File: src/hdl/smalu_pkg.sv
package smalu_pkg;

  // command codes carried in the low bits of the input item
  typedef enum logic [4:0] {
    CMD_PUSH  = 5'd0,
    CMD_POP   = 5'd1,
    CMD_TOP   = 5'd2,
    CMD_ADD   = 5'd3,
    CMD_SUB   = 5'd4,
    CMD_MUL   = 5'd5,
    CMD_DIV   = 5'd6,
    CMD_MOD   = 5'd7,
    CMD_INC   = 5'd8,
    CMD_DEC   = 5'd9,
    CMD_SWAP  = 5'd10,
    CMD_SIZE  = 5'd11,
    CMD_DUP   = 5'd12,
    CMD_CLEAR = 5'd13,
    CMD_EQ0   = 5'd14,
    CMD_LT0   = 5'd15,
    CMD_GT0   = 5'd16
  } cmd_t;

  typedef enum logic [1:0] {
    ERR_OK   = 2'd0,
    ERR_OVER = 2'd1,
    ERR_FEW  = 2'd2,
    ERR_DIV0 = 2'd3
  } err_t;

  typedef enum logic [2:0] {
    ST_IDLE,
    ST_FETCH,
    ST_EXEC,
    ST_DIV,
    ST_DFIN
  } state_t;

  localparam int WORD_W  = 32;
  localparam int CMD_W   = 5;
  localparam int CNT_W   = 8;
  localparam int IN_W    = 40;
  localparam int OUT_W   = 48;
  localparam int DSTEP_W = 5;

  // controller to datapath
  typedef struct packed {
    logic latch;
    logic div_start;
    logic div_step;
    logic commit;
    err_t err;
  } ctl_cmd_t;

  // datapath to controller
  typedef struct packed {
    cmd_t op;
    logic cnt_zero;
    logic cnt_lt2;
    logic cnt_full;
    logic next_zero;
    logic div_last;
  } dp_stat_t;

endpackage

File: src/hdl/smalu_ctrl.sv
module smalu_ctrl
  import smalu_pkg::*;
(
  input  logic     clk,
  input  logic     rst,
  input  logic     in_valid,
  output logic     in_ready,
  output logic     out_valid,
  input  logic     out_ready,
  input  dp_stat_t stat,
  output ctl_cmd_t ctl
);

  state_t state, state_next;
  logic   out_valid_next;
  err_t   err_v;

  // error decision from the latched command and the stack status
  always_comb begin
    err_v = ERR_OK;
    case (stat.op)
      CMD_PUSH, CMD_SIZE: if (stat.cnt_full) err_v = ERR_OVER;
      CMD_POP, CMD_TOP, CMD_INC, CMD_DEC, CMD_EQ0, CMD_LT0, CMD_GT0:
        if (stat.cnt_zero) err_v = ERR_FEW;
      CMD_DUP: begin
        if (stat.cnt_zero) err_v = ERR_FEW;
        else if (stat.cnt_full) err_v = ERR_OVER;
      end
      CMD_ADD, CMD_SUB, CMD_MUL, CMD_SWAP: if (stat.cnt_lt2) err_v = ERR_FEW;
      CMD_DIV, CMD_MOD: begin
        if (stat.cnt_lt2) err_v = ERR_FEW;
        else if (stat.next_zero) err_v = ERR_DIV0;
      end
      default: err_v = ERR_OK;
    endcase
  end

  // state register
  always_ff @(posedge clk) begin
    if (rst) begin
      state     <= ST_IDLE;
      out_valid <= 1'b0;
    end else begin
      state     <= state_next;
      out_valid <= out_valid_next;
    end
  end

  // next state and commands
  always_comb begin
    state_next    = state;
    ctl.latch     = 1'b0;
    ctl.div_start = 1'b0;
    ctl.div_step  = 1'b0;
    ctl.commit    = 1'b0;
    ctl.err       = err_v;
    in_ready      = 1'b0;
    case (state)
      ST_IDLE: begin
        in_ready  = !out_valid || out_ready;
        ctl.latch = in_valid && in_ready;
        if (ctl.latch) state_next = ST_FETCH;
      end
      ST_FETCH: state_next = ST_EXEC;
      ST_EXEC: begin
        if ((stat.op == CMD_DIV || stat.op == CMD_MOD) && err_v == ERR_OK) begin
          ctl.div_start = 1'b1;
          state_next    = ST_DIV;
        end else begin
          ctl.commit = 1'b1;
          state_next = ST_IDLE;
        end
      end
      ST_DIV: begin
        ctl.div_step = 1'b1;
        if (stat.div_last) state_next = ST_DFIN;
      end
      ST_DFIN: begin
        ctl.commit = 1'b1;
        ctl.err    = ERR_OK;
        state_next = ST_IDLE;
      end
      default: state_next = ST_IDLE;
    endcase
    out_valid_next = ctl.commit || (out_valid && !out_ready);
  end

endmodule

File: config.mk
export PLATFORM = sky130hd
export DESIGN_NAME = smalu_ctrl
export DESIGN_NICKNAME = d
export VERILOG_FILES = /design/src/hdl/smalu_pkg.sv /design/src/hdl/smalu_ctrl.sv
export SDC_FILE = /design/constraint.sdc
export NUM_CORES = 1
export LEC_CHECK = 0
export ABC_AREA = 1
export BUFFER_PORTS_ARGS = -buffer_cell sky130_fd_sc_hd__buf_2
export CORE_AREA = 2 2 39 41
export DETAILED_ROUTE_END_ITERATION = 10
export DIE_AREA = 0 0 41 43
export PLACE_DENSITY = 0.67
export SLEW_MARGIN = 10
export SYNTH_ARGS = -nofsm -noshare
export SYNTH_HDL_FRONTEND = slang
export SYNTH_SLANG_ARGS = --single-unit
File: constraint.sdc
create_clock -name clk -period 1.5 [get_ports clk]
set_input_delay 0.3 -clock clk [delete_from_list [all_inputs] [get_ports clk]]
set_output_delay 0.3 -clock clk [all_outputs]
set_load 0.005 [all_outputs]
* Word level (Yosys, flattened, before mapping)
Cells that the tools add are included.
** Word-level totals
- Register bits after elaboration :: 4
- Bits of input ports :: 14
- Output and inout port bits :: 8
- Word-level logic and storage cells :: 58
** Operators by class
- Equality and inequality tests :: 21
- Muxes and demuxes :: 19
- Reductions and logical operators :: 16
** Operators with widths (number)
- 5-bit by 4-bit == test with 1-bit output (second input constant) :: 7
- 5-bit by 3-bit == test with 1-bit output (second input constant) :: 4
- 2-bit 2-to-1 mux :: 7
- 3-bit case mux with 4 select lines :: 1
- 5-bit by 2-bit == test with 1-bit output (second input constant) :: 2
- 2-bit case mux with 5 select lines :: 1
- 1-bit 2-to-1 mux :: 7
- 7-bit OR reduction :: 1
- 3-bit by 2-bit == test with 1-bit output (second input constant) :: 2
- 3-bit 2-to-1 mux :: 2
- 5-bit by 1-bit == test with 1-bit output (second input constant) :: 1
- 5-bit == test (second input constant) :: 1
- 5-bit logical NOT :: 1
- 2-bit != test (second input constant) :: 2
- 2-bit OR reduction :: 2
- 4-bit OR reduction :: 1
- 3-bit by 1-bit == test with 1-bit output (second input constant) :: 1
- 3-bit == test (second input constant) :: 1
- 1-bit logical AND :: 3
- 3-bit logical NOT :: 1
- 1-bit logical OR :: 3
- 1-bit logical NOT :: 2
- 2-bit logical NOT :: 1
- 1-bit case mux with 2 select lines :: 1
- 2-bit AND reduction :: 1

* Longest topological paths before layout
- Depth after elaboration :: 8
- Mapped depth :: 12
- Depth with buffers taken out :: 12

* Worst setup path before layout
No wires, ideal clock.
- Path kind :: input port to output port
- From :: input port stat[6] (netlist name)
- To :: output port ctl[4] (netlist name)
- Arrival :: 0.964 ns
- Data required time :: 1.200 ns
- Setup slack :: 0.236 ns
- Stages on the path :: 10
- Path buffers :: 0
- Cell sequence :: nand2_1 -> clkinv_2 -> nor2_1 -> nand3_2 -> nand2_1 -> nand2_1 -> nand3_2 -> inv_1 -> nand2_2 -> inv_1
** RTL lines
- from (decl) :: RTL line smalu_ctrl.sv:10 : input dp_stat_t stat,
- to (decl) :: RTL line smalu_ctrl.sv:11 : output ctl_cmd_t ctl

==> impl_metrics.env <==
export IMPL_cts_sinks=4
export IMPL_num_vias=624
export IMPL_hold_class="in -> reg"
export IMPL_final_common_cell="nand2_1"
export IMPL_switching_share=0.3803
export IMPL_syn2layout_area_growth_pct=70.97
export IMPL_setup_viol=1
export IMPL_vias_per_cell=4.657
export IMPL_clk_latency_ps=230
export IMPL_netlist_area_um2=465.4
export IMPL_drtAntennaViolNets=0
export IMPL_crit_top_cell="nand2_1"
export IMPL_final_cell_mix="17 x nand2_1, 16 x buf_2, 15 x inv_1"
export IMPL_coreArea_um2=1384
export IMPL_power_total_mw=0.5435
export IMPL_cts_tree="built"
export IMPL_clkPwrFrac=0.236
export IMPL_grt_max_degree=7
export IMPL_io_buffers=21
export IMPL_synth_fp_nets=105
export IMPL_failed_checks="setup timing"
export IMPL_yosys_area_share_simple=0.5161
export IMPL_synth_compound_area_share=0.1156
export IMPL_crit_path_start_kind="input pin"
export IMPL_die_w_um=41
export IMPL_fmax_mhz=662.6
export IMPL_grt_pass1_wl_um=1932
export IMPL_yosysWarnings=0
export IMPL_placed_cell_area_um2=605.6
export IMPL_hold_viol=0
export IMPL_clk_path_buf_depth=2
export IMPL_synth_seq_cells=4
export IMPL_fin_ws_ps=-9.170
export IMPL_wl_per_cell_um=10.04
export IMPL_finalInstanceArea_um2=795.8
export IMPL_fin_crit_ps=1509
export IMPL_clk_pin_slew_ps=30
export IMPL_start_util=0.3363
export IMPL_critPathMaxStageDelay_ps=150
export IMPL_path_class="in -> out"
export IMPL_rsz0062_at_grt="yes"
export IMPL_grt_usage=0.1586
export IMPL_synth_fa_ha_area_frac=0
export IMPL_hold_ws_ps=254.2
export IMPL_drt_pre_antenna_iters=4
export IMPL_leakagePower_nw=0.4282
export IMPL_post_place_cells=130
export IMPL_cp_arrival_ps=1210
export IMPL_drive_above_1_share=0.5085
export IMPL_synth_mux_area_frac=0
export IMPL_hold_buffers=0
export IMPL_die_area_um2=1763
export IMPL_die_h_um=43
export IMPL_antenna_found_initial=0
export IMPL_pwr_share_comb=0.476
export IMPL_synth_avg_cell_area_um2=5.115
export IMPL_max_cap_violations=0
export IMPL_relSlewSlack=0.8433
export IMPL_synth_distinct_cells=18
export IMPL_ir_drop_mv=0.5666
export IMPL_fillers=136
export IMPL_preCtsSetupSlack_ps=-76.19
export IMPL_status="complete, but fails checks"
export IMPL_crit_path_cell_trace="buf_12 > inv_1 > nor2_1 > nand2_1 > nand2_1 > nor2_1 > nand2_1 > nand2_2 > nand3_2 > inv_2 > nand2_2 > inv_1 > buf_2"
export IMPL_io_pins=22
export IMPL_synth_xor_area_share=0
export IMPL_drt_iter0_markers=11
export IMPL_grt_overflow_total=0
export IMPL_ys_seq_area_frac=0.1720
export IMPL_drc=0
export IMPL_fin_cells=134
export IMPL_cts_htree_levels=1
export IMPL_timing_final_crit_share=1.006
export IMPL_worst_pin_slew_ps=233.5
export IMPL_setup_worst_path_end_class="output port"
export IMPL_synth_cells=91
export IMPL_root_buffer="clkbuf_4"
export IMPL_finalSetupTns_ps=-9.170
export IMPL_rows=14
export IMPL_intPower_mw=0.3368
export IMPL_num_antenna_cells=0
export IMPL_synth_top_family_by_area="simple AND/OR/NAND/NOR gates"
export IMPL_slew_viol_final=0
export IMPL_grt_pass1_vias=565
export IMPL_cts_buffers=3
export IMPL_final_core_util=0.5750
export IMPL_hpwl_um=956.6
export IMPL_seqPwrFrac=0.288
export IMPL_cp_slowest_cell="nor2_1"
export IMPL_routed_wl_um=1345
export IMPL_switching_power_mw=0.2067
export IMPL_crit_path_max_fanout=6
export IMPL_critical_path_required_ps=1200
export IMPL_nNetsFinal=134
export IMPL_power_density_nw_per_um2=683.0
export IMPL_gp_congestion=0.6402
export IMPL_finClkSkew_ps=3.012
==> power by group through the flow <==
stage | sequential (mW) | combinational [mW] | clock [mW]
2_1_floorplan | 0.137 | 0.125 | 0
3_3_place_gp | 0.138 | 0.200 | 0
3_5_place_dp | 0.139 | 0.204 | 0
4_1_cts | 0.140 | 0.239 | 0.136
5_1_grt | 0.159 | 0.290 | 0.144
6_report | 0.156 | 0.259 | 0.128
==> timing repair <==
| action | 4_1_cts | 5_1_grt |
|---|---|---|
| pin swaps | 12 | 10 |
| resized for setup | 34 | 16 |
| buffers inserted | 1 | 0 |
| endpoints found under the setup margin | 4 | 6 |
==> synthesized netlist by cell type, drive strengths merged <==
cell	instances	area share
nand2	27	0.23
inv	21	0.17
nor2	17	0.14
nor3	6	0.075
a21oi	5	0.054
dfxtp	4	0.17
nand3	4	0.065
o21ai	3	0.032
a31oi	1	0.013
buf	1	0.016
clkinv	1	0.011
o21bai	1	0.016
==> cell families (layout without fill, tap and decap cells) <==
logic type | count (synthesis) | count (layout)
flip-flops | 4 | 4
AO/OA/AOI/OAI | 10 | 10
buffers and inverters | 23 | 50
AND/OR/NAND/NOR | 54 | 54
==> state kept, by name (all words and copies together), names as in the netlist <==
name / cells
out_valid: 1
state: 3
==> critical path: cells and delay by family <==
kind / cells / cell delay, ps
simple gates: 8 / 590
buf+inv: 5 / 330
==> final cells by class <==
class / instances / area, um2 / area share
Multi-Input combinational cell: 64 / 390.4 / 0.4906
Timing Repair Buffer: 25 / 183.9 / 0.2311
Inverter: 22 / 95.09 / 0.1195
Sequential cell: 4 / 83.83 / 0.1053
Clock buffer: 3 / 22.52 / 0.02830
Tap cell: 16 / 20.02 / 0.02516
==> final timing paths <==
| check | from | to | slack (ps) | cells past startpoint |
|---|---|---|---|---|
| setup / recovery | stat[8] | ctl[4] | -9 | 13 |
| hold / removal | rst | state[2] | 250 | 2 |
| setup reg to reg | state[0] | state[1] | 240 | 6 |
| hold reg to reg | state[0] | state[1] | 620 | 2 |
==> routing by layer <==
metal	up-vias	global-route usage	share of wire
met5	-	0	0
met1	283	0.1415	0.40
met2	13	0.3000	0.56
li1	326	-	-
met3	2	0.01571	0.029
met4	0	0.1000	0.0059
Power figures use the tool's default switching activity.
